### src/rtl/ppmp_pkg.sv
package ppmp_pkg;

    // Widths of the internal value path.
    localparam int TOKEN_W = 17;
    localparam int ACC_W   = 21;

    // Largest value the token accumulator may hold.
    localparam int TOKEN_CAP = 131071;

    // Depth of the queue between front and back; a power of two.
    localparam int QUEUE_DEPTH = 4;

    // Characters the front recognizes.
    localparam logic [7:0] CH_P     = 8'h50;
    localparam logic [7:0] CH_3     = 8'h33;
    localparam logic [7:0] CH_6     = 8'h36;
    localparam logic [7:0] CH_HASH  = 8'h23;
    localparam logic [7:0] CH_NL    = 8'h0A;
    localparam logic [7:0] CH_SPACE = 8'h20;

    // Result event codes.
    localparam logic [1:0] EV_PIXEL  = 2'd0;
    localparam logic [1:0] EV_HEADER = 2'd1;
    localparam logic [1:0] EV_ERROR  = 2'd2;

    // Error codes.
    localparam logic [2:0] ERR_NONE    = 3'd0;
    localparam logic [2:0] ERR_NO_P    = 3'd1;
    localparam logic [2:0] ERR_FORMAT  = 3'd2;
    localparam logic [2:0] ERR_BINARY  = 3'd3;
    localparam logic [2:0] ERR_PIXELS  = 3'd4;

    // Header fields in the order they arrive.
    localparam logic [1:0] HF_WIDTH  = 2'd0;
    localparam logic [1:0] HF_HEIGHT = 2'd1;
    localparam logic [1:0] HF_MAXVAL = 2'd2;
    localparam logic [1:0] HF_DONE   = 2'd3;

    // Color channel slots.
    localparam logic [1:0] SLOT_RED   = 2'd0;
    localparam logic [1:0] SLOT_GREEN = 2'd1;
    localparam logic [1:0] SLOT_BLUE  = 2'd2;

    // One request on the input channel.
    typedef struct packed {
        logic [7:0] data_byte;
        logic       new_file;
    } char_item_t;

    // One request on the result channel.
    typedef struct packed {
        logic [1:0]  event_res;
        logic [31:0] pixel_word;
        logic [23:0] pixel_index;
        logic        last_pixel;
        logic [12:0] image_width;
        logic [12:0] image_height;
        logic [15:0] max_value;
        logic [2:0]  error_code;
    } result_item_t;

    // Work handed from front to back: a decoded value or an error.
    typedef struct packed {
        logic               restart;
        logic               is_error;
        logic [2:0]         error_code;
        logic [TOKEN_W-1:0] value;
    } queue_entry_t;

    // Saturation limit of a decimal token of the given digit count.
    function automatic int token_limit(input int digits);
        int lim;
        lim = 1;
        for (int i = 0; i < 9; i++)
        begin
            if (i < digits && lim <= TOKEN_CAP + 1)
            begin
                lim = lim * 10;
            end
        end
        lim = lim - 1;
        return (lim < TOKEN_CAP) ? lim : TOKEN_CAP;
    endfunction

endpackage

### src/rtl/ascii_ppm_pixel_parser.sv
// ASCII PPM (P3) parser: takes one character request per cycle and sends header,
// pixel and error results. A byte is taken in every cycle unless the four-entry
// work queue between the decoder and the pixel assembler is full, which happens
// only after the result side has stalled; the throughput is one byte per clock
// while the queue has room. With an empty queue and a free result register, the
// byte completing a result passes the queue write and then the result register
// before the result is valid. Setting new_file on a byte restarts the parser
// with that byte; until then, a parser that has sent an error ignores all bytes.
// Pixel words carry alpha 0xFF in the top byte, then blue, green, red.
module ascii_ppm_pixel_parser
    import ppmp_pkg::*;
#(
    parameter int MAX_DIMENSION = 4096,
    parameter int TOKEN_DIGITS  = 9
)
(
    input  logic         clk,
    input  logic         rst_n,
    input  logic         char_valid,
    output logic         char_stall,
    input  char_item_t   char_data,
    output logic         result_valid,
    input  logic         result_stall,
    output result_item_t result_data
);

    logic         push_valid;
    queue_entry_t push_entry;
    logic         q_full;
    logic         q_valid;
    logic         q_pop;
    queue_entry_t q_entry;

    // Character decoder.
    ppmp_front #(
        .TOKEN_DIGITS (TOKEN_DIGITS)
    ) u_front (
        .clk        (clk),
        .rst_n      (rst_n),
        .char_valid (char_valid),
        .char_stall (char_stall),
        .char_data  (char_data),
        .q_full     (q_full),
        .push_valid (push_valid),
        .push_entry (push_entry)
    );

    // Work queue.
    ppmp_queue u_queue (
        .clk        (clk),
        .rst_n      (rst_n),
        .push_valid (push_valid),
        .push_entry (push_entry),
        .full       (q_full),
        .pop_valid  (q_valid),
        .pop        (q_pop),
        .pop_entry  (q_entry)
    );

    // Header and pixel assembly.
    ppmp_back #(
        .MAX_DIMENSION (MAX_DIMENSION)
    ) u_back (
        .clk          (clk),
        .rst_n        (rst_n),
        .q_valid      (q_valid),
        .q_entry      (q_entry),
        .pop          (q_pop),
        .result_valid (result_valid),
        .result_stall (result_stall),
        .result_data  (result_data)
    );

endmodule

### src/rtl/ppmp_front.sv
module ppmp_front
    import ppmp_pkg::*;
#(
    parameter int TOKEN_DIGITS = 9
)
(
    input  logic         clk,
    input  logic         rst_n,
    input  logic         char_valid,
    output logic         char_stall,
    input  char_item_t   char_data,
    input  logic         q_full,
    output logic         push_valid,
    output queue_entry_t push_entry
);

    localparam logic [TOKEN_W-1:0] TokenLimit = TOKEN_W'(token_limit(TOKEN_DIGITS));

    typedef enum logic [3:0] {
        F_MAGIC  = 4'b0001,
        F_FORMAT = 4'b0010,
        F_BODY   = 4'b0100,
        F_HALT   = 4'b1000
    } front_state_t;

    front_state_t       phase_reg, phase_next, phase_cur;
    logic               comment_reg, comment_next, comment_cur;
    logic [TOKEN_W-1:0] token_reg, token_next, token_cur;
    logic               present_reg, present_next, present_cur;
    logic               binary_reg, binary_next, binary_cur;
    logic [1:0]         count_reg, count_next, count_cur;
    logic               restart_reg, restart_next, restart_cur;
    logic               accept;
    logic               produce;
    logic [7:0]         ch;
    logic [ACC_W-1:0]   acc;
    queue_entry_t       entry;

    assign accept     = char_valid & ~q_full;
    assign char_stall = q_full;
    assign ch         = char_data.data_byte;
    assign push_valid = accept & produce;
    assign push_entry = entry;

    // A new file restarts the front before its first byte is decoded.
    always_comb
    begin
        if (char_data.new_file)
        begin
            phase_cur   = F_MAGIC;
            comment_cur = 1'b0;
            token_cur   = '0;
            present_cur = 1'b0;
            binary_cur  = 1'b0;
            count_cur   = HF_WIDTH;
            restart_cur = 1'b1;
        end
        else
        begin
            phase_cur   = phase_reg;
            comment_cur = comment_reg;
            token_cur   = token_reg;
            present_cur = present_reg;
            binary_cur  = binary_reg;
            count_cur   = count_reg;
            restart_cur = restart_reg;
        end
    end

    // Classify the byte and decide what the back has to do with it.
    always_comb
    begin
        phase_next   = phase_cur;
        comment_next = comment_cur;
        token_next   = token_cur;
        present_next = present_cur;
        binary_next  = binary_cur;
        count_next   = count_cur;
        produce      = 1'b0;
        entry        = '0;
        acc          = ACC_W'(token_cur) * ACC_W'(10) + ACC_W'(ch[3:0]);

        case (phase_cur)
            F_MAGIC:
            begin
                if (ch != CH_P)
                begin
                    produce          = 1'b1;
                    entry.is_error   = 1'b1;
                    entry.error_code = ERR_NO_P;
                    phase_next       = F_HALT;
                end
                else
                begin
                    phase_next = F_FORMAT;
                end
            end
            F_FORMAT:
            begin
                if (ch == CH_3)
                begin
                    binary_next = 1'b0;
                    phase_next  = F_BODY;
                end
                else if (ch == CH_6)
                begin
                    binary_next = 1'b1;
                    phase_next  = F_BODY;
                end
                else
                begin
                    produce          = 1'b1;
                    entry.is_error   = 1'b1;
                    entry.error_code = ERR_FORMAT;
                    phase_next       = F_HALT;
                end
            end
            F_BODY:
            begin
                if (count_cur == HF_DONE && binary_cur)
                begin
                    // Binary pixel data is not decoded.
                    produce          = 1'b1;
                    entry.is_error   = 1'b1;
                    entry.error_code = ERR_BINARY;
                    phase_next       = F_HALT;
                end
                else if (comment_cur)
                begin
                    if (ch == CH_NL)
                    begin
                        comment_next = 1'b0;
                    end
                end
                else if (ch == CH_HASH)
                begin
                    comment_next = 1'b1;
                end
                else if (ch == CH_SPACE || ch == CH_NL)
                begin
                    if (present_cur)
                    begin
                        produce      = 1'b1;
                        entry.value  = token_cur;
                        token_next   = '0;
                        present_next = 1'b0;
                        if (count_cur != HF_DONE)
                        begin
                            count_next = count_cur + 2'd1;
                        end
                    end
                end
                else if (ch inside {[8'h30:8'h39]})
                begin
                    token_next   = (acc < ACC_W'(TokenLimit)) ? acc[TOKEN_W-1:0] : TokenLimit;
                    present_next = 1'b1;
                end
            end
            F_HALT:
            begin
                produce = 1'b0;
            end
            default:
            begin
                phase_next = F_HALT;
            end
        endcase

        entry.restart = restart_cur;
        restart_next  = produce ? 1'b0 : restart_cur;
    end

    // State update on each accepted byte.
    always_ff @(posedge clk or negedge rst_n)
    begin
        if (!rst_n)
        begin
            phase_reg   <= F_MAGIC;
            comment_reg <= 1'b0;
            token_reg   <= '0;
            present_reg <= 1'b0;
            binary_reg  <= 1'b0;
            count_reg   <= HF_WIDTH;
            restart_reg <= 1'b0;
        end
        else if (accept)
        begin
            phase_reg   <= phase_next;
            comment_reg <= comment_next;
            token_reg   <= token_next;
            present_reg <= present_next;
            binary_reg  <= binary_next;
            count_reg   <= count_next;
            restart_reg <= restart_next;
        end
    end

    // A halted parser sends nothing until a new file starts.
    assert property (@(posedge clk) disable iff (!rst_n)
        (phase_reg == F_HALT && accept && !char_data.new_file) |-> !push_valid)
        else $error("front pushed work while halted");

    // An empty token never carries leftover digits.
    assert property (@(posedge clk) disable iff (!rst_n)
        !present_reg |-> (token_reg == '0))
        else $error("token value held without digits");

endmodule

### src/rtl/ppmp_queue.sv
module ppmp_queue
    import ppmp_pkg::*;
(
    input  logic         clk,
    input  logic         rst_n,
    input  logic         push_valid,
    input  queue_entry_t push_entry,
    output logic         full,
    output logic         pop_valid,
    input  logic         pop,
    output queue_entry_t pop_entry
);

    localparam int PTR_W = $clog2(QUEUE_DEPTH);
    localparam int CNT_W = PTR_W + 1;

    queue_entry_t     slots_reg [QUEUE_DEPTH];
    logic [PTR_W-1:0] wr_ptr_reg, rd_ptr_reg;
    logic [CNT_W-1:0] count_reg, count_next;
    logic             do_push, do_pop;

    assign full      = (count_reg == CNT_W'(QUEUE_DEPTH));
    assign pop_valid = (count_reg != '0);
    assign pop_entry = slots_reg[rd_ptr_reg];
    assign do_push   = push_valid & ~full;
    assign do_pop    = pop & pop_valid;

    // Occupancy follows pushes and pops.
    always_comb
    begin
        count_next = count_reg;
        if (do_push && !do_pop)
        begin
            count_next = count_reg + 1'b1;
        end
        else if (!do_push && do_pop)
        begin
            count_next = count_reg - 1'b1;
        end
    end

    // Pointers wrap naturally because the depth is a power of two.
    always_ff @(posedge clk or negedge rst_n)
    begin
        if (!rst_n)
        begin
            wr_ptr_reg <= '0;
            rd_ptr_reg <= '0;
            count_reg  <= '0;
        end
        else
        begin
            count_reg <= count_next;
            if (do_push)
            begin
                wr_ptr_reg <= wr_ptr_reg + 1'b1;
            end
            if (do_pop)
            begin
                rd_ptr_reg <= rd_ptr_reg + 1'b1;
            end
        end
    end

    // Entry storage.
    always_ff @(posedge clk)
    begin
        if (do_push)
        begin
            slots_reg[wr_ptr_reg] <= push_entry;
        end
    end

    assert property (@(posedge clk) disable iff (!rst_n)
        push_valid |-> !full)
        else $error("push into a full queue");

endmodule

### src/rtl/ppmp_back.sv
module ppmp_back
    import ppmp_pkg::*;
#(
    parameter int MAX_DIMENSION = 4096
)
(
    input  logic         clk,
    input  logic         rst_n,
    input  logic         q_valid,
    input  queue_entry_t q_entry,
    output logic         pop,
    output logic         result_valid,
    input  logic         result_stall,
    output result_item_t result_data
);

    localparam logic [12:0] DimLimit = 13'(MAX_DIMENSION);

    typedef enum logic [3:0] {
        B_HEADER = 4'b0001,
        B_PIXELS = 4'b0010,
        B_DONE   = 4'b0100,
        B_HALT   = 4'b1000
    } back_state_t;

    back_state_t  state_reg, state_next, state_cur;
    logic [1:0]   field_reg, field_next, field_cur;
    logic [12:0]  width_reg, width_next, width_cur;
    logic [12:0]  height_reg, height_next, height_cur;
    logic [15:0]  maxval_reg, maxval_next, maxval_cur;
    logic [24:0]  total_reg, total_next, total_cur;
    logic [23:0]  last_idx_reg, last_idx_next, last_idx_cur;
    logic [1:0]   slot_reg, slot_next, slot_cur;
    logic [7:0]   red_reg, red_next, red_cur;
    logic [7:0]   green_reg, green_next, green_cur;
    logic [23:0]  count_reg, count_next, count_cur;
    logic         out_valid_reg;
    result_item_t out_reg;
    result_item_t out_next;
    logic         emit;
    logic [12:0]  dim_val;
    logic [16:0]  chan_max;
    logic [7:0]   chan_val;
    logic [25:0]  product;
    logic [24:0]  total_m1;

    assign pop          = q_valid & (~out_valid_reg | ~result_stall);
    assign result_valid = out_valid_reg;
    assign result_data  = out_reg;

    // The first request after a new file starts from a cleared back.
    always_comb
    begin
        if (q_entry.restart)
        begin
            state_cur    = B_HEADER;
            field_cur    = HF_WIDTH;
            width_cur    = '0;
            height_cur   = '0;
            maxval_cur   = '0;
            total_cur    = '0;
            last_idx_cur = '0;
            slot_cur     = SLOT_RED;
            red_cur      = '0;
            green_cur    = '0;
            count_cur    = '0;
        end
        else
        begin
            state_cur    = state_reg;
            field_cur    = field_reg;
            width_cur    = width_reg;
            height_cur   = height_reg;
            maxval_cur   = maxval_reg;
            total_cur    = total_reg;
            last_idx_cur = last_idx_reg;
            slot_cur     = slot_reg;
            red_cur      = red_reg;
            green_cur    = green_reg;
            count_cur    = count_reg;
        end
    end

    // Value clamps and the image size product.
    always_comb
    begin
        dim_val  = (q_entry.value > 17'(DimLimit)) ? DimLimit : q_entry.value[12:0];
        chan_max = (q_entry.value > {1'b0, maxval_cur}) ? {1'b0, maxval_cur} : q_entry.value;
        chan_val = (chan_max > 17'd255) ? 8'd255 : chan_max[7:0];
        product  = 26'(width_cur) * 26'(dim_val);
        total_m1 = total_cur - 25'd1;
    end

    // Carry out one value or error.
    always_comb
    begin
        state_next    = state_cur;
        field_next    = field_cur;
        width_next    = width_cur;
        height_next   = height_cur;
        maxval_next   = maxval_cur;
        total_next    = total_cur;
        last_idx_next = last_idx_cur;
        slot_next     = slot_cur;
        red_next      = red_cur;
        green_next    = green_cur;
        count_next    = count_cur;
        emit          = 1'b0;
        out_next      = '0;

        if (q_entry.is_error)
        begin
            emit                = 1'b1;
            out_next.event_res  = EV_ERROR;
            out_next.error_code = q_entry.error_code;
            state_next          = B_HALT;
        end
        else
        begin
            case (state_cur)
                B_HEADER:
                begin
                    case (field_cur)
                        HF_WIDTH:
                        begin
                            width_next = dim_val;
                            field_next = HF_HEIGHT;
                        end
                        HF_HEIGHT:
                        begin
                            height_next = dim_val;
                            total_next  = product[24:0];
                            field_next  = HF_MAXVAL;
                        end
                        default:
                        begin
                            maxval_next   = (q_entry.value > 17'hFFFF) ? 16'hFFFF
                                                                        : q_entry.value[15:0];
                            field_next    = HF_DONE;
                            last_idx_next = total_m1[23:0];
                            state_next    = (total_cur == '0) ? B_DONE : B_PIXELS;
                            emit          = 1'b1;
                            out_next.event_res = EV_HEADER;
                        end
                    endcase
                end
                B_PIXELS, B_DONE:
                begin
                    case (slot_cur)
                        SLOT_RED:
                        begin
                            red_next  = chan_val;
                            slot_next = SLOT_GREEN;
                        end
                        SLOT_GREEN:
                        begin
                            green_next = chan_val;
                            slot_next  = SLOT_BLUE;
                        end
                        default:
                        begin
                            slot_next = SLOT_RED;
                            emit      = 1'b1;
                            if (state_cur == B_DONE)
                            begin
                                out_next.event_res  = EV_ERROR;
                                out_next.error_code = ERR_PIXELS;
                                state_next          = B_HALT;
                            end
                            else
                            begin
                                out_next.event_res   = EV_PIXEL;
                                out_next.pixel_word  = {8'hFF, chan_val, green_cur, red_cur};
                                out_next.pixel_index = count_cur;
                                out_next.last_pixel  = (count_cur == last_idx_cur);
                                if (count_cur == last_idx_cur)
                                begin
                                    state_next = B_DONE;
                                end
                                else
                                begin
                                    count_next = count_cur + 24'd1;
                                end
                            end
                        end
                    endcase
                end
                B_HALT:
                begin
                    emit = 1'b0;
                end
                default:
                begin
                    state_next = B_HALT;
                end
            endcase
        end

        out_next.image_width  = width_next;
        out_next.image_height = height_next;
        out_next.max_value    = maxval_next;
    end

    // Parser state advances on each popped request.
    always_ff @(posedge clk or negedge rst_n)
    begin
        if (!rst_n)
        begin
            state_reg    <= B_HEADER;
            field_reg    <= HF_WIDTH;
            width_reg    <= '0;
            height_reg   <= '0;
            maxval_reg   <= '0;
            total_reg    <= '0;
            last_idx_reg <= '0;
            slot_reg     <= SLOT_RED;
            red_reg      <= '0;
            green_reg    <= '0;
            count_reg    <= '0;
        end
        else if (pop)
        begin
            state_reg    <= state_next;
            field_reg    <= field_next;
            width_reg    <= width_next;
            height_reg   <= height_next;
            maxval_reg   <= maxval_next;
            total_reg    <= total_next;
            last_idx_reg <= last_idx_next;
            slot_reg     <= slot_next;
            red_reg      <= red_next;
            green_reg    <= green_next;
            count_reg    <= count_next;
        end
    end

    // Output register: loads on a result, empties when taken.
    always_ff @(posedge clk or negedge rst_n)
    begin
        if (!rst_n)
        begin
            out_valid_reg <= 1'b0;
        end
        else if (pop && emit)
        begin
            out_valid_reg <= 1'b1;
        end
        else if (!result_stall)
        begin
            out_valid_reg <= 1'b0;
        end
    end

    always_ff @(posedge clk)
    begin
        if (pop && emit)
        begin
            out_reg <= out_next;
        end
    end

    // A pixel is never emitted past the last raster position.
    assert property (@(posedge clk) disable iff (!rst_n)
        (pop && emit && out_next.event_res == EV_PIXEL)
            |-> (out_next.pixel_index <= last_idx_cur))
        else $error("pixel index beyond image size");

    // A halted back stays silent until a restart or an error request.
    assert property (@(posedge clk) disable iff (!rst_n)
        (pop && state_reg == B_HALT && !q_entry.restart && !q_entry.is_error) |-> !emit)
        else $error("result emitted while halted");

endmodule

### config.mk
export PLATFORM = sky130hd
export DESIGN_NAME = ascii_ppm_pixel_parser
export DESIGN_NICKNAME = d
export VERILOG_FILES = /design/src/rtl/ppmp_pkg.sv /design/src/rtl/ascii_ppm_pixel_parser.sv /design/src/rtl/ppmp_front.sv /design/src/rtl/ppmp_queue.sv /design/src/rtl/ppmp_back.sv
export SDC_FILE = /design/constraint.sdc
export NUM_CORES = 1
export LEC_CHECK = 0
export BUFFER_PORTS_ARGS = -buffer_cell sky130_fd_sc_hd__buf_4
export CAP_MARGIN = 5
export CORE_ASPECT_RATIO = 2
export CORE_MARGIN = 4
export CORE_UTILIZATION = 57
export CTS_BUF_LIST = sky130_fd_sc_hd__clkbuf_4 sky130_fd_sc_hd__clkbuf_8 sky130_fd_sc_hd__clkbuf_16
export DETAILED_ROUTE_END_ITERATION = 7
export PLACE_DENSITY = 0.82
export SYNTH_ARGS = -nofsm -noshare
export SYNTH_HDL_FRONTEND = slang
export SYNTH_HIERARCHICAL = 1
export SYNTH_SLANG_ARGS = --single-unit
### constraint.sdc
create_clock -name clk -period 6.9 [get_ports clk]
set_input_delay 0.69 -clock clk [delete_from_list [all_inputs] [get_ports clk]]
set_output_delay 0.69 -clock clk [all_outputs]
set_load 0.1 [all_outputs]
==> run metrics, run 1 <==
total track usage=between 20 and 30%; Post-Place Setup Slack=-0.3314 ns; max FFs per register=slightly below 100; FFs w/ async S/R, synth=~48%; syn nets=2586; final instance area=roughly 0.028 mm^2; post-synthesis sequential area ratio=between 40% and 50%; failing checks=setup timing; layout cells sized above 1=a little under a quarter; Clock Tree Buf Depth=3; power per cell area=364.7 mW/mm^2; Pre-Repair DR Iteration Count=5; Final WS setup=-0.09559 ns; Crit. Startpoint=u_queue/rd_ptr_reg[0]; CTS tree=built; GPL Wtd Cong=approximately 1; most common cell in the netlist=nand2_1; Synth area leaders=edfxtp_1, dfrtp_1, fa_1, ha_1, nand2_1; diode count=0; unrepaired setup endpoints after global routing=true; Mean Syn Cell Area=~10 um^2; die area=between 0.04 and 0.05 mm^2; via count=between 15k and 20k; Routed Antenna Nets=0; Worst Hold Class=input port to asynchronous set/reset pin; H-tree depth=1; number of DRC markers in iteration 0=roughly 1.1k; Synth Instances=around 2.3k; Initial Util=a little under three fifths; WP data required=7.37 ns; post-synthesis register bit count=approximately 360; Root Driver=clkbuf_16; Tmin final=6.996 ns; Worst slew margin=between 10% and 20%; max cap viols=0; Hold Slack=~0.10 ns; die height=approximately 300 um; placed inst area=roughly 0.026 mm^2; DP HPWL=52580 um; Setup-failing EPs final=4; status=finished, violations left; CP max FO=8; VDD IR max=between 0.4 and 0.5 mV; # fillers=approximately 3.1k; global-route wire length before repair=approximately 110000 um; Worst Path Arrival=approximately 7.5 ns; largest net degree at the start of global routing=72; IO Port Bufs=~120; Nets=2793; Commonest cells post-synth=nand2_1, inv_1, nor2_1; worst reg2reg path startpoint=u_queue/rd_ptr_reg[0]; fin cells=approximately 3.1k; CP endpoint kind=flip-flop; Final Skew=between 0.01 and 0.015 ns; # rows=approximately 110; via/cell ratio=6.012; FF-to-FF setup slack=-0.1 ns; drt total wl=slightly below 70000 um; Top Ports=around 120; Primary FF master, synth=edfxtp_1; clock sink count=about 360; CP Launch Type=flip-flop; Clock Latency Late Sink=0.60 ns; Leakage Power=between 10 and 15 nW; Max Clk Rate=~0.14 GHz; DRC Markers=0; EDFF count, synth=~190; vias in the first global route=~20k; actual slew at the worst max-slew pin=between 1 and 1.5 ns; area delta synth->final=17.50%; Core ar.=0.04112 mm^2; Synth area leader=edfxtp_1; Max Slew Vio Count=0; Synth top area share=23.46%; fin crit share=101.4%; CP Class=flip-flop to flip-flop; DP Cell Count=a little over 3k; Die X=~150 um; Final Hold Fails=0; Netlist Area Pre-Place=roughly 0.024 mm^2; Setup TNS=-0.2860 ns; Reg clk slew, reported paths=~0.08 ns; Synthesis Warnings=6; mean routed wirelength per cell=between 20 and 25 um; GRT overflow=0; total CTS buffers=31; initial antenna violation count=1; synth unique cells=100
[layout make-up]
| cell class | instances | area, um^2 | area share [%] |
|---|---|---|---|
| Multi-Input combinational cell | 1644 | 12980 | 46.64 |
| Inverter | 219 | 823.3 | 2.959 |
| Sequential cell | 359 | 9913 | 35.62 |
| Clock buffer | 36 | 825.8 | 2.967 |
| Timing Repair Buffer | 287 | 2349 | 8.439 |
| Clock inverter | 22 | 269.0 | 0.9667 |
| Tap cell | 535 | 669.4 | 2.405 |
[where the power goes]
part | switching [mW] | internal (mW) | leakage [nW]
logic | 3.97 | 1.28 | 7.29
clock network | 0.816 | 1.05 | 0.536
registers | 0.239 | 2.78 | 4.16
[worst max-delay path, stage by stage, from the launching register on]
cell       delay (ns)
dfrtp_2          0.45
clkbuf_16        0.19
mux4_2           0.52
or4_4            0.60
a21oi_4          0.25
buf_8            0.16
buf_12           0.12
nand2_8          0.06
buf_8            0.14
nor2_4           0.10
fa_1             0.48
fa_1             0.57
fa_1             0.44
fa_1             0.58
inv_2            0.04
fa_1             0.51
inv_2            0.05
ha_4             0.23
o21a_1           0.14
a2111oi_4        0.31
nor3_2           0.11
o31a_1           0.30
a221oi_2         0.27
xnor2_1          0.15
o21ai_1          0.07
[layout by cell type (no fill, tap or decap), drive strengths merged, types with 6 or more instances in the layout]
cell	count
clkinv	11
fa	122
clkbuf	38
nand4	13
nand2	288
o21a	13
o21ai	158
nor4	29
ha	116
buf	285
edfxtp	185
nor3	78
and2	67
or3	10
dfrtp	172
nor2b	51
mux2	32
xor2	54
o221ai	8
a31oi	7
a21o	14
and3	6
a22o	13
a211oi	9
xnor2	54
a21oi	92
o31ai	13
nor3b	14
mux4	22
nand3	54
inv	221
or2	7
nand2b	15
nor2	191
nand3b	6
[routing by layer]
metal	routed length (um)	global-route usage, %
met5	13	0
met3	2960	3.315
met4	6172	21.80
met2	38220	59.15
met1	20860	28.00
[path summary, 6_finish.rpt]
check | cells past startpoint | end
setup / recovery | 24 | u_back/total_reg[24]
min in group clk | 3 | u_back/result_valid
hold reg to reg | 2 | u_back/red_reg[3]
hold / removal | 1 | u_back/maxval_reg[14]
max in group asynchronous | 2 | u_back/last_idx_reg[21]
setup reg to reg | 24 | u_back/total_reg[24]
[per-stage QoR]
stage | total power [mW] | util (%)
floorplan | 6.787 | -
global placement | 8.047 | 63.02
detailed placement | 8.127 | 63.02
CTS | 10.06 | 66.05
global route | 10.53 | 67.67
finish | 10.15 | 67.67
[kinds of logic (layout without fill, tap and decap cells)]
logic type / Yosys count / in the layout / synth area share, %
AO/OA/AOI/OAI: 387 / 387 / 10.32
XOR/XNOR: 108 / 108 / 3.994
adder cells (fa/ha/maj): 238 / 238 / 16.44
buffers and inverters: 332 / 564 / 5.806
flip-flops: 359 / 359 / 41.85
multiplexers: 59 / 59 / 3.856
other: 1 / 1 / 0.01583
AND/OR/NAND/NOR: 851 / 851 / 17.72
[what timing repair did]
action | 4_1_cts | 5_1_grt
pin swaps | 5 | 69
setup buffers | 6 | 17
setup endpoints to repair | 10 | 11
gates cloned | 1 | 1
resized for setup | 27 | 148
hold buffers | 0 | 0
(Power assumes the default switching activity.)
==> run 2, diff against run 1 <==
--- a/config.mk
+++ b/config.mk
@@ -10,8 +10,8 @@
 export CORE_ASPECT_RATIO = 2
 export CORE_MARGIN = 4
-export CORE_UTILIZATION = 57
+export CORE_UTILIZATION = 65
 export CTS_BUF_LIST = sky130_fd_sc_hd__clkbuf_4 sky130_fd_sc_hd__clkbuf_8 sky130_fd_sc_hd__clkbuf_16
 export DETAILED_ROUTE_END_ITERATION = 7
-export PLACE_DENSITY = 0.82
+export PLACE_DENSITY = 0.88
 export SYNTH_ARGS = -nofsm -noshare
 export SYNTH_HDL_FRONTEND = slang
==> constraint.sdc (replaced) <==
create_clock -name clk -period 8.7 [get_ports clk]
set_input_delay 0.87 -clock clk [delete_from_list [all_inputs] [get_ports clk]]
set_output_delay 0.87 -clock clk [all_outputs]
set_load 0.005 [all_outputs]
==> run metrics, run 2 (synthesis results as in run 1) <==
status=finished, final reports clean (was finished, violations left); CP max-delay cell=dfrtp_1 (was or4_4); die height=278.0 um (was 296.3 um); Setup TNS=0 ns (was -0.2860 ns); Worst Hold Class=input port to asynchronous set/reset pin (unchanged); total CTS buffers=30 (was 31); number of DRC markers in iteration 0=1272 (was 1083); Pre-Repair DR Iteration Count=5 (unchanged); Net Sw Power=2.302 mW (was 5.028 mW); Leakage Power=11.16 nW (was 11.99 nW); worst reg2reg path startpoint=u_queue/rd_ptr_reg[0] (unchanged); Worst slew margin=14.53% (was 12.34%); Tmin final=8.095 ns (was 6.996 ns); Nets=2650 (was 2793); drt total wl=65170 um (was 68220 um); Final Skew=0.01369 ns (was 0.01203 ns); fin crit share=93.04% (was 101.4%); Max Clk Rate=0.1235 GHz (was 0.1429 GHz); highest-count cells in the layout ignoring fill and taps=nand2_1, inv_1, nor2_1, edfxtp_1, dfrtp_1 (was nand2_1, buf_4, inv_1, edfxtp_1, dfrtp_1); power per cell area=234.7 mW/mm^2 (was 364.7 mW/mm^2); area delta synth->final=9.176% (was 17.50%); Hold Buf Count CTS=0 (unchanged); WP data required=9.19 ns (was 7.37 ns); mean routed wirelength per cell=22.68 um (was 21.99 um); internal cell power=3.766 mW (was 5.120 mW); DP HPWL=49690 um (was 52580 um); layout cells sized above 1=12.96% (was 22.59%); Core ar.=0.03593 mm^2 (was 0.04112 mm^2); Setup-failing EPs final=0 (was 4); initial antenna violation count=0 (was 1); met2 usage=60.39% (was 59.15%); Top Ports=119 (unchanged); GRT overflow=0 (unchanged); clock sink count=359 (unchanged); Clock Latency Late Sink=0.60 ns (about the same); Clock Tree Buf Depth=3 (unchanged); CP Launch Type=flip-flop (unchanged); via/cell ratio=6.331 (was 6.012); sequential share of power=39.7% (was 29.8%); CP endpoint kind=flip-flop (unchanged); DRC Markers=0 (unchanged); largest net degree at the start of global routing=97 (was 72); Routed Antenna Nets=0 (unchanged); Clk network pwr share=23.3% (was 18.4%); Crit. Startpoint=u_queue/rd_ptr_reg[0] (unchanged); met1 usage=33.66% (was 28.00%); max FFs per register=97 (unchanged); VDD IR max=0.2871 mV (was 0.4494 mV); # rows=98 (was 105); CTS tree=built (unchanged); CP max stage delay=0.73 ns (was 0.60 ns); Worst Path Arrival=8.59 ns (was 7.46 ns); global-route wire length before repair=102600 um (was 106200 um); Setup Buffers After CTS=0 (was 6); GPL Wtd Cong=0.9738 (was 1.023); total track usage=33.30% (was 29.98%); Post-CTS Resized=0 (was 27); Root Driver=clkbuf_16 (unchanged); final design utilization=71.97% (was 67.67%); CP most frequent cell=fa_1 (unchanged); die area=0.03974 mm^2 (was 0.04507 mm^2); IO Port Bufs=118 (unchanged); met3 Use GR=4.041% (was 3.315%); most used routing layer=met2 (unchanged); Reg clk slew, reported paths=0.08 ns (about the same); H-tree depth=1 (unchanged); CP Class=flip-flop to flip-flop (unchanged); Final Hold Fails=0 (unchanged); Die X=143.0 um (was 152.1 um); vias in the first global route=19.03k (was 19.69k); actual slew at the worst max-slew pin=1.273 ns (was 1.306 ns); diode count=0 (unchanged); Max Slew Vio Count=0 (unchanged); Pwr Total=6.068 mW (was 10.15 mW); via count=18.19k (was 18.65k); max cap viols=0 (unchanged); Initial Util=65.92% (was 57.60%); commonest non-fill, non-tap cell in the layout=nand2_1 (unchanged); Comb power frac=37.0% (was 51.8%); CP max FO=15 (was 8); unrepaired setup endpoints after global routing=false (was true); sw frac=37.94% (was 49.54%)
-- run 2: changes by cell type in the layout (fill, tap and decap cells not counted), sizes merged --
cell,delta
inv,+2
bufinv,-2
clkinvlp,-3
buf,-140
clkinv,+2
clkbuf,-3
-- run 2: worst paths after layout --
| kind | endpoint | slack [ns] | cells after the start |
|---|---|---|---|
| min in group clk | u_back/red_reg[2] | 0.48 | 2 |
| hold / removal | u_back/total_reg[24] | 0.36 | 1 |
| setup / recovery | u_back/total_reg[23] | 0.61 | 25 |
| hold reg to reg | u_back/red_reg[2] | 0.48 | 2 |
| max in group asynchronous | u_back/last_idx_reg[12] | 6.67 | 2 |
| setup reg to reg | u_back/total_reg[23] | 0.61 | 25 |
-- run 2: worst max-delay path: cells and delay by family (launching register included) --
| kind | cells | cell delay [ns] |
|---|---|---|
| fa+ha+maj | 6 | 2.79 |
| simple gates | 6 | 1.54 |
| compound gates | 6 | 1.37 |
| buf+inv | 6 | 0.87 |
| flops | 1 | 0.73 |
| mux | 1 | 0.66 |
-- run 2: metal layers --
layer / routed length, um / up-vias
met5: 0 / -
met4: 6466 / 0
met3: 3750 / 333
met2: 34720 / 891
met1: 20230 / 8865
li1: - / 8101
-- run 2: cell type report --
class,instances,area (um^2)
clock inverter,21,240.2
tap,450,563.0
multi-input combinational,1644,12410
clock buffer,35,800.8
fill,2603,10070
inverter,219,822.0
timing repair buffer,145,1105
sequential,359,9912
-- run 2: per-stage QoR --
step                setup slack, ns  instances  hold slack, ns  cell area [um^2]
detailed placement           0.7552       2817          0.4658             24820
global placement             0.9178       2817          0.4541             24820
global route                 0.1876       2873          0.4328             25860
floorplan                     1.411       2335          0.4418             23680
CTS                          0.6936       2873          0.3944             25860
finish                       0.6053       2873          0.3648             25860
-- run 2: power groups by stage --
stage / clock (mW) / combinational, mW / sequential [mW]
after floorplan: 0 / 1.33 / 2.42
after global placement: 0 / 2.15 / 2.42
after detailed placement: 0 / 2.21 / 2.44
after CTS: 1.43 / 2.23 / 2.41
after global routing: 1.50 / 2.40 / 2.45
final: 1.41 / 2.24 / 2.41
==> run 3, diff against run 2 <==
- ABC_AREA: unset -> 1
==> run metrics, run 3 <==
GPL Wtd Cong=1.079 (was 0.9738); fin cells=4025 (was 2873); post-synthesis sequential area ratio=37.32% (was 41.85%); FFs w/ async S/R, synth=48.47% (unchanged); Max Clk Rate=0.1245 GHz (was 0.1235 GHz); synth unique cells=63 (was 100); area delta synth->final=8.504% (was 9.176%); mean routed wirelength per cell=18.38 um (was 22.68 um); syn nets=3656 (was 2586); status=finished, final reports clean (unchanged); unrepaired setup endpoints after global routing=false (unchanged); die height=293.9 um (was 278.0 um); Final Hold Fails=0 (unchanged); Post-Place Setup Slack=0.8949 ns (was 0.7552 ns); final design utilization=71.44% (was 71.97%); Root Driver=clkbuf_16 (unchanged); via count=23.43k (was 18.19k); Synth area leaders=edfxtp_1, dfrtp_1, nand2_1, fa_1, inv_1 (was edfxtp_1, dfrtp_1, fa_1, ha_1, nand2_1); Core ar.=0.04034 mm^2 (was 0.03593 mm^2); # fillers=3131 (was 2603); fin crit share=92.31% (was 93.04%); Crit. Startpoint=u_queue/rd_ptr_reg[0] (unchanged); drt total wl=74000 um (was 65170 um); highest-count cells in the layout ignoring fill and taps=nand2_1, inv_1, nor2_1, edfxtp_1, dfrtp_1 (unchanged); Synth top area share=20.92% (was 23.46%); placed inst area=0.02776 mm^2 (was 0.02482 mm^2); Synth area leader=edfxtp_1 (unchanged); CTS tree=built (unchanged); global-route wire length before repair=117700 um (was 102600 um); Reg clk slew, reported paths=0.07 ns (was 0.08 ns); Worst Path Arrival=8.52 ns (was 8.59 ns); via/cell ratio=5.820 (was 6.331); max cap viols=0 (unchanged); H-tree depth=1 (unchanged); Final WS setup=0.6694 ns (was 0.6053 ns); IO Port Bufs=118 (unchanged); Pre-Repair DR Iteration Count=7 (was 5); Clock Tree Buf Depth=3 (unchanged); DRC Markers=0 (unchanged); Routed Antenna Nets=0 (unchanged); Initial Util=65.84% (was 65.92%); Clock Latency Late Sink=0.61 ns (was 0.60 ns); most common cell in the netlist=nand2_1 (unchanged); DP HPWL=56300 um (was 49690 um); power per cell area=255.4 mW/mm^2 (was 234.7 mW/mm^2); number of DRC markers in iteration 0=1654 (was 1272); Setup TNS=0 ns (unchanged); Max Slew Vio Count=0 (unchanged); final instance area=0.02882 mm^2 (was 0.02586 mm^2); Reg area=0.009912 mm^2 (unchanged); Top Ports=119 (unchanged); Leakage Power=13.66 nW (was 11.16 nW); Nets=3721 (was 2650); EDFF count, synth=185 (unchanged); Setup Buffers After CTS=0 (unchanged); CP endpoint kind=flip-flop (unchanged); CP max FO=62 (was 15); Setup-failing EPs final=0 (unchanged); vias in the first global route=23.55k (was 19.03k); Synth Instances=3405 (was 2335); Hold Buf Count CTS=0 (unchanged); VDD IR max=0.1971 mV (was 0.2871 mV); Primary FF master, synth=edfxtp_1 (unchanged); total track usage=33.73% (was 33.30%); commonest non-fill, non-tap cell in the layout=nand2_1 (unchanged); CP Launch Type=flip-flop (unchanged); Tmin final=8.031 ns (was 8.095 ns); actual slew at the worst max-slew pin=1.238 ns (was 1.273 ns); Worst Hold Class=input port to asynchronous set/reset pin (unchanged); diode count=0 (unchanged); # rows=104 (was 98); die area=0.04435 mm^2 (was 0.03974 mm^2); Worst slew margin=17.40% (was 14.53%); Hold Slack=0.2852 ns (was 0.3648 ns); Netlist Area Pre-Place=0.02656 mm^2 (was 0.02368 mm^2); Commonest cells post-synth=nand2_1, inv_1, nor2_1 (unchanged); WP data required=9.19 ns (about the same); Mean Syn Cell Area=7.800 um^2 (was 10.14 um^2); layout cells sized above 1=11.07% (was 12.96%); GRT overflow=0 (unchanged); clock sink count=359 (unchanged); initial antenna violation count=1 (was 0); Die X=150.9 um (was 143.0 um); total CTS buffers=31 (was 30); Multi-input gate area=0.01372 mm^2 (was 0.01241 mm^2); worst reg2reg path startpoint=u_queue/rd_ptr_reg[0] (unchanged); Post-CTS Resized=0 (unchanged); DP Cell Count=3967 (was 2817); post-synthesis register bit count=359 (unchanged); Final Skew=0.01904 ns (was 0.01369 ns); largest net degree at the start of global routing=95 (was 97); CP Class=flip-flop to flip-flop (unchanged); max FFs per register=97 (unchanged); Pwr Total=7.360 mW (was 6.068 mW); Synthesis Warnings=6 (unchanged)
[run 3: cell types whose count changed after synthesis, sizes merged, moves of 50 or more]
cell | previous run | this run
o211ai | 2 | 52
and2 | 67 | 4
a21oi | 92 | 147
nor2b | 51 | 0
nand3 | 54 | 165
inv | 218 | 609
nand2 | 288 | 907
nor2 | 191 | 392
[run 3: path summary, 6_finish.rpt]
| check | endpoint | slack [ns] | cells after the start |
|---|---|---|---|
| max | u_back/total_reg[24] | 0.67 | 27 |
| min | u_back/total_reg[17] | 0.29 | 1 |
| max reg2reg | u_back/total_reg[24] | 0.67 | 27 |
| min reg2reg | u_front/token_reg[8] | 0.48 | 2 |
| max in group asynchronous | u_back/maxval_reg[13] | 7.16 | 2 |
| min in group clk | u_front/token_reg[8] | 0.48 | 2 |
[run 3: per-layer routing]
layer  global-route usage, %  vias up  part of all wire [%]
li1                        -    10910                     -
met1                   33.23    10820                    31
met2                   60.27     1242                    51
met3                   4.716      459                   6.7
met4                   29.23        2                    11
met5                       0        -                 0.027
[run 3: cell type report]
type	instances	area share (%)
Clock buffer	36	2.966
Timing Repair Buffer	153	3.999
Inverter	613	8.002
Sequential cell	359	34.40
Clock inverter	22	0.7121
Multi-Input combinational cell	2312	47.62
Tap cell	530	2.301
[run 3: critical path, cell delays in order (launching register included)]
cell      delay [ns]
dfrtp_1         0.40
inv_2           0.69
buf_4           0.37
nand2_1         0.11
o211ai_2        0.07
nand2_1         0.15
nor4_1          0.32
nand4_1         0.13
nand2_1         0.42
nand2_1         0.28
inv_1           0.41
nand2_1         0.14
fa_1            0.56
inv_1           0.05
fa_1            0.51
fa_1            0.44
fa_1            0.55
inv_1           0.05
fa_1            0.55
inv_1           0.05
ha_1            0.36
nand2_1         0.14
nor4_1          0.56
nand4_1         0.23
nand3_1         0.15
nand2b_1        0.07
nand3_1         0.08
nand2_1         0.06
[run 3: cells by family after synthesis]
family          Yosys count  synth area share, %
compound gates          430                9.300
xor+xnor                 48                1.583
fa+ha+maj               238                14.66
buf+inv                 734                11.14
flops                   359                37.32
other cells               1              0.01412
simple gates           1595                25.98
[run 3: power by group]
group / internal, mW / switching (mW)
sequential: 2.28 / 0.175
combinational: 1.02 / 2.45
clock: 0.776 / 0.664
total: 4.07 / 3.29
